### config.mk
export PLATFORM = sky130hd
export DESIGN_NAME = lpcp_fifo
export DESIGN_NICKNAME = d
export VERILOG_FILES = /design/src/sv/lpcp_pkg.sv /design/src/sv/lpcp_fifo.sv
export VERILOG_INCLUDE_DIRS = /design/src /design/src/sv
export SDC_FILE = /design/constraint.sdc
export NUM_CORES = 1
export LEC_CHECK = 0
export BUFFER_PORTS_ARGS = -buffer_cell sky130_fd_sc_hd__buf_2
export CAP_MARGIN = 10
export CORE_MARGIN = 1.5
export CORE_UTILIZATION = 61
export DETAILED_ROUTE_END_ITERATION = 10
export PLACE_DENSITY_LB_ADDON = 0.15
export SETUP_SLACK_MARGIN = 0.2
export SYNTH_ARGS = -nofsm -noshare
export SYNTH_HDL_FRONTEND = slang
export SYNTH_SLANG_ARGS = --single-unit
### constraint.sdc
create_clock -name clk -period 6.8 [get_ports clk]
set_input_delay 0.34 -clock clk [delete_from_list [all_inputs] [get_ports clk]]
set_output_delay 0.34 -clock clk [all_outputs]
set_load 0.05 [all_outputs]
### src/sv/lidar_point_camera_projection_macros.svh
// Assertion macros shared by the lidar point camera projection RTL.
`ifndef LIDAR_POINT_CAMERA_PROJECTION_MACROS_SVH
`define LIDAR_POINT_CAMERA_PROJECTION_MACROS_SVH
`ifndef ASSERT_OFF
`define LPCP_ASSERT(lbl, prop) \
  lbl: assert property (@(posedge clk) disable iff (!rst_n) prop) \
    else $error("lpcp assertion failed");
`define LPCP_ASSERT_ALWAYS(lbl, prop) \
  lbl: assert property (@(posedge clk) prop) else $error("lpcp assertion failed");
`else
`define LPCP_ASSERT(lbl, prop)
`define LPCP_ASSERT_ALWAYS(lbl, prop)
`endif
`endif

### src/sv/lpcp_pkg.sv
// Shared types, constants and fixed-point helpers for the projection block.
package lpcp_pkg;

  localparam int CW       = 38;   // camera coordinate width
  localparam int QW       = 32;   // normalized / distortion value width
  localparam int DW       = 70;   // divider working width
  localparam int FRAC     = 20;
  localparam int DIV_DEPTH = QW + 2;
  localparam int NS       = 15;   // back-end arithmetic stages
  localparam int FIFO_DEPTH_DEF = 4;

  localparam logic signed [63:0] QMAX = 64'sd2147483647;

  localparam logic [62:0] ROT0_RST = 63'd524288;
  localparam logic [62:0] ROT1_RST = 63'd1099511627776;
  localparam logic [62:0] ROT2_RST = 63'd2305843009213693952;
  localparam logic [42:0] TANG_RST = 43'd4398046511104;

  typedef enum logic [2:0] {
    REG_ROT0, REG_ROT1, REG_ROT2, REG_OFF, REG_LENS, REG_RAD, REG_TANG
  } reg_idx_t;

  typedef struct packed {
    logic signed [2:0][2:0][20:0] rot;
    logic signed [2:0][20:0]      off;
    logic signed [QW-1:0]         k1;
    logic signed [QW-1:0]         k2;
    logic signed [QW-1:0]         k3;
    logic signed [QW-1:0]         p1;
    logic signed [QW-1:0]         p2;
    logic [15:0]                  fx;
    logic [15:0]                  fy;
    logic [15:0]                  cx;
    logic [15:0]                  cy;
    logic                         dist_en;
  } cfg_t;

  typedef struct packed {
    logic signed [CW-1:0] c0;
    logic signed [CW-1:0] c1;
    logic signed [CW-1:0] c2;
    logic [15:0]          inten;
    logic                 fault;
  } pt_t;

  typedef struct packed {
    logic                 fault;
    logic [15:0]          inten;
    logic signed [QW-1:0] xn, yn, x2, y2, xy, r2, tx, ty;
    logic signed [QW-1:0] r4, k1r2, pxy1, pxy2, ptx, pty, r6, k2r4, k3r6, rad, xd, yd;
    logic signed [63:0]   m0, m1, m2, m3;
    logic signed [19:0]   u, v;
  } bk_t;

  function automatic logic signed [63:0] w64(input logic signed [QW-1:0] a);
    return {{(64-QW){a[QW-1]}}, a};
  endfunction

  function automatic logic signed [QW-1:0] sat(input logic signed [63:0] v);
    logic signed [63:0] t;
    t = v;
    if (v > QMAX) t = QMAX;
    if (v < -QMAX) t = -QMAX;
    return t[QW-1:0];
  endfunction

  // Round half up at the 2^-20 position, then saturate.
  function automatic logic signed [QW-1:0] rs(input logic signed [63:0] p);
    logic signed [63:0] t;
    t = (p + 64'sd524288) >>> FRAC;
    return sat(t);
  endfunction

  function automatic logic signed [19:0] to_pix(input logic signed [63:0] p,
                                                input logic [15:0] c);
    logic signed [63:0] t;
    t = ((p + 64'sd524288) >>> FRAC) + $signed({48'd0, c});
    if (t > 64'sd524287) t = 64'sd524287;
    if (t < -64'sd524288) t = -64'sd524288;
    return t[19:0];
  endfunction

endpackage

### src/sv/lpcp_fifo.sv
// Short queue between the front end and the arithmetic back end.
`include "lidar_point_camera_projection_macros.svh"
module lpcp_fifo import lpcp_pkg::*; #(
  parameter int DEPTH = FIFO_DEPTH_DEF
) (
  input  logic clk,
  input  logic rst_n,
  input  logic push,
  input  pt_t  din,
  input  logic pop,
  output pt_t  dout,
  output logic full,
  output logic empty
);
  localparam int PW = (DEPTH > 1) ? $clog2(DEPTH) : 1;
  localparam int CNW = $clog2(DEPTH + 1);

  pt_t mem_r [DEPTH];
  logic [PW-1:0]  wr_r, wr_nxt, rd_r, rd_nxt;
  logic [CNW-1:0] cnt_r, cnt_nxt;

  assign full  = (cnt_r == CNW'(DEPTH));
  assign empty = (cnt_r == '0);
  assign dout  = mem_r[rd_r];

  always_comb begin
    wr_nxt  = wr_r;
    rd_nxt  = rd_r;
    cnt_nxt = cnt_r;
    if (push) wr_nxt = (wr_r == PW'(DEPTH - 1)) ? '0 : wr_r + 1'b1;
    if (pop)  rd_nxt = (rd_r == PW'(DEPTH - 1)) ? '0 : rd_r + 1'b1;
    if (push && !pop) cnt_nxt = cnt_r + 1'b1;
    if (pop && !push) cnt_nxt = cnt_r - 1'b1;
  end

  always_ff @(posedge clk) begin
    if (!rst_n) begin
      wr_r  <= '0;
      rd_r  <= '0;
      cnt_r <= '0;
    end else begin
      wr_r  <= wr_nxt;
      rd_r  <= rd_nxt;
      cnt_r <= cnt_nxt;
    end
  end

  always_ff @(posedge clk) begin
    if (push) mem_r[wr_r] <= din;
  end

  `LPCP_ASSERT(a_cnt_bound, cnt_r <= CNW'(DEPTH))
  `LPCP_ASSERT(a_push_grows, (push && !pop) |=> (cnt_r == $past(cnt_r) + 1'b1))
  `LPCP_ASSERT(a_pop_shrinks, (pop && !push) |=> (cnt_r == $past(cnt_r) - 1'b1))
endmodule

[After elaboration in Yosys (flattened, before gate mapping)]
Memories as Yosys holds them, arrays and structs flattened. A register that Yosys moved wholly into a read port is not among the register bits.
Cells that the tools add are included.
Storage, ports and cells
  output and inout port bits: 133
  word-level logic and storage cells: 25
  latch bits: 0
  bits of input ports: 135
  memory bits (read-only): 0
  bits in registers: 7
  bits in writable memories: 524
  memories kept: 1
Memory list
  mem_r: depth 4, bits a word 131, rd ports 1, clocked after memory_dff 1, write ports 1, line lpcp_fifo.sv:18  | pt_t mem_r [DEPTH];
Operators by class
  add/sub/neg operators: 4
  magnitude comparators: 0
  shift operators: 0
  reductions and logical operators: 6
  divide/modulo/power cells: 0
  multiplexer cells: 8
  multiply operators: 0
  equal/unequal tests: 3
  bitwise logic cells: 0
Operators by type and width (number)
  two-way mux 2 bit: 4
  two-way mux 3 bit: 2
  adder 2 x 1 -> 2 bit, second input constant: 2
  == test 2 bit, second input constant: 2
  adder 3 x 1 -> 3 bit, second input constant: 1
  == test 3 bit, second input constant: 1
  logical NOT 3 bit: 1
  subtractor 3 x 1 -> 3 bit, second input constant: 1
  logical AND 1 bit: 2
  logical NOT 1 bit: 2
  two-way mux 1 bit: 2
  nonzero test 2 bit: 1

[Depth between registers and ports, before layout]
  depth in word-level cells: 4
  mapped depth: 7
  mapped depth without buffers: 7

[Worst setup path before layout]
OpenSTA, ideal clock, no wires.
  kind: reg2reg
  start point: register wr_r[0]
  end point: memory mem_r[3][0] (netlist name), enable pin
  period minus slack after synthesis: 4054 ps
  arrival time: 3549 ps
  required time: 6295 ps
  stages on the path, launching flop included: 3
  setup time: 505 ps
  slack: 2746 ps
  path buffers: 0
  cells stage by stage: dfxtp_1 > ha_1 > and2_1
RTL lines
  start, declared: line lpcp_fifo.sv:19  | logic [PW-1:0] wr_r, wr_nxt, rd_r, rd_nxt;
  start signal, assigned: line lpcp_fifo.sv:42  | wr_r <= wr_nxt;
  end, declared: line lpcp_fifo.sv:18
Straight into the memory's write port.

==> flow_summary.json <==
{
  "cts-root-to-sink-buffers": 3,
  "cts_repair_resize_count": 0,
  "mostFrequentLayoutCells": "edfxtp_1 (524), buf_2 (267), mux4_2 (131), dlygate4sd3_1 (72), clkbuf_16 (53)",
  "htreeDepth": 2,
  "route.final.wire_length_mm": 34.9,
  "post_cts.repair.setup_buffers": 0,
  "crit_path_launch_type": "flop",
  "run_status": "finished, final reports clean",
  "cts_tree": "yes",
  "place_hpwl_mm": 19.7,
  "skew_ps": 7.86,
  "initial_utilization_pct": 61.7,
  "report.final.slew_viol_count": 0,
  "final_antenna_net_count": 0,
  "root_buffer_selected_by_cts": "clkbuf_16",
  "drt-vias-per-instance": 5.75,
  "floorplan.core_area_sq_um": 31400,
  "io_buffers": 267,
  "n_fill_cell": 1735,
  "number_of_enable_flip_flop_cells_after_synthesis": 524,
  "fin_setup_tns_ps": 0,
  "drt_first_pass_iters": 5,
  "synthesis.instances": 732,
  "number_of_max_cap_violations": 0,
  "via_count_of_the_first_global_routing_pass": 9383,
  "io_pins": 268,
  "drt-wirelength-per-cell_um": 22.6,
  "route.detailed.drc": 0,
  "final_replace_weighted_congestion": 0.726,
  "crit_buf_inv": 2,
  "postSynth.topFlopCell": "edfxtp_1",
  "dpl-instance-area_sq_um": 21100,
  "fraction_of_final_layout_cells_sized_beyond_drive_strength_1_pct": 42.0,
  "maximum_fanout_count_along_the_critical_path": 47,
  "timing.critical_path.to_type": "output port",
  "area_growth_synth_to_finish_pct": 20.5,
  "detailedRoute.firstIterationViolations": 504,
  "grt_antenna_before_repair": 5,
  "finalPower_mw": 7.28,
  "arrival_ps": 2970,
  "cpLargestDelayFamily": "buffers and inverters",
  "fin_area_sq_um": 23300,
  "nets": 1245,
  "floorplan.die_area_sq_um": 32800,
  "holdBufCountCts": 64,
  "crit_path_cell_trace": "buf_4, mux4_2, buf_2",
  "final_design_utilization_pct": 74.4,
  "mappedNetlistNets": 874,
  "synth_seq_cells": 533,
  "timing.max_slew.rel_slack_pct": 31.5,
  "min_period_over_period_pct": 48.7,
  "globalRoute.totalOverflow": 0,
  "dr_total_vias": 8882,
  "final_critical_path_setup_slack_ps": 3490,
  "rows": 65,
  "synth_async_sr_flop_share_pct": 0,
  "synth_seq_area_share_pct": 82.2,
  "report.final.hold_viol_count": 0,
  "worst-slew-pin-transition_ps": 1030,
  "synth.yosys.warnings": 0,
  "peakVddDrop_v": 0.000286,
  "critical_path_required_ps": 6460,
  "synth_area_per_cell_sq_um": 26.5,
  "chipWidth_um": 181,
  "post_synth_instance_area_sq_um": 19400,
  "fmaxAchievable_ghz": 0.302,
  "power-per-cell-area_nw_per_um2": 312,
  "standard_cell_with_the_maximum_stage_delay_on_the_critical_path": "buf_4",
  "period_minus_slack_ps": 3310,
  "cts_num_sinks": 533,
  "cpPeakStageDelay_ps": 830,
  "final_cell_count_no_fill": 1546,
  "clock_network_latency_to_the_later_pin_of_the_worst_skew_pair_ps": 540,
  "maximum_number_of_pins_on_one_net_before_global_route_repair": 70,
  "grt_usage_pct": 21.7,
  "p_leak_nw": 7.89,
  "final_common_cell": "edfxtp_1",
  "unrepaired_setup_endpoints_after_global_routing": "no",
  "placed_cells_incl_taps": 1381,
  "hold_path_class": "in2reg",
  "pre_cts_slack_ps": 3950,
  "synth_cell_types": 25,
  "setup-violations-final": 0,
  "timing.setup.critical_path_class": "reg2out",
  "timing.hold.ws_ps": 19.6,
  "die_height_um": 181,
  "cts.reportedPaths.clkPinSlew_ps": 60,
  "cts_buffers": 50,
  "grt_pass1_wl_mm": 53.4
}
==> layout make-up <==
class | instances | area (sq um) | share of cell area [%]
clock inverters | 17 | 98.8 | 0.423
flip-flops and latches | 533 | 15900 | 68.2
diodes | 5 | 12.5 | 0.0536
inverters | 6 | 22.5 | 0.0965
well taps | 402 | 503 | 2.15
multi-input cells | 163 | 3220 | 13.8
clock buffers | 71 | 1420 | 6.10
repair buffers | 349 | 2140 | 9.18
==> per-layer routing <==
layer | vias to the layer above | track usage (%) | wire length (um)
li1 | 3906 | - | -
met1 | 4595 | 30.1 | 14200
met2 | 317 | 34.4 | 17100
met3 | 60 | 6.21 | 2720
met4 | 4 | 6.20 | 816
met5 | - | 0 | 30
==> cells in the mapped netlist (2+ instances only) <==
cell type  number  area (sq um)
edfxtp_1      524         15700
mux4_2        131          2950
buf_2          14          70.1
buf_6          10           113
dfxtp_1         9           180
and2_1          6          37.5
ha_1            6          75.1
inv_1           6          22.5
clkbuf_1        4          15.0
nor2b_1         4          25.0
mux2i_1         2          20.0
nor3b_1         2          15.0
o21ai_0         2          10.0
==> kinds of logic after synthesis <==
group,count (synthesis),synth area share (%)
AO/OA/AOI/OAI,5,0.155
adder cells (fa/ha/maj),7,0.491
multiplexers,133,15.3
flip-flops,533,82.2
AND/OR/NAND/NOR,16,0.510
buffers and inverters,36,1.25
XOR/XNOR,2,0.0904
==> worst paths after layout <==
check                                           start                       to  slack (ps)  cells past startpoint
worst max-delay path                             flop                 dout[44]        3490                      3
worst min-delay path                         din[125]  mem_r[0][125]$_DFFE_PP_          20                      1
worst max register to register   wr_r[0]$_SDFFE_PN0P_   mem_r[3][12]$_DFFE_PP_        4040                      3
worst min register to register  cnt_r[2]$_SDFFE_PN0P_    cnt_r[2]$_SDFFE_PN0P_         510                      2
==> registers in the layout, summed over array words and instances, names as in the netlist, named ones only <==
signal  cells
mem_r     524
cnt_r       3
wr_r        2
rd_r        2
==> worst reg2reg max path: stages (launching register included) <==
cell,delay [ps]
dfxtp_1,400
ha_1,200
and2_4,800
buf_4,930
==> power by group <==
part,internal [mW],switching (mW)
logic,0.281,0.623
clock network,1.48,1.09
registers,3.75,0.0445
Power figures use the tool's default switching activity.
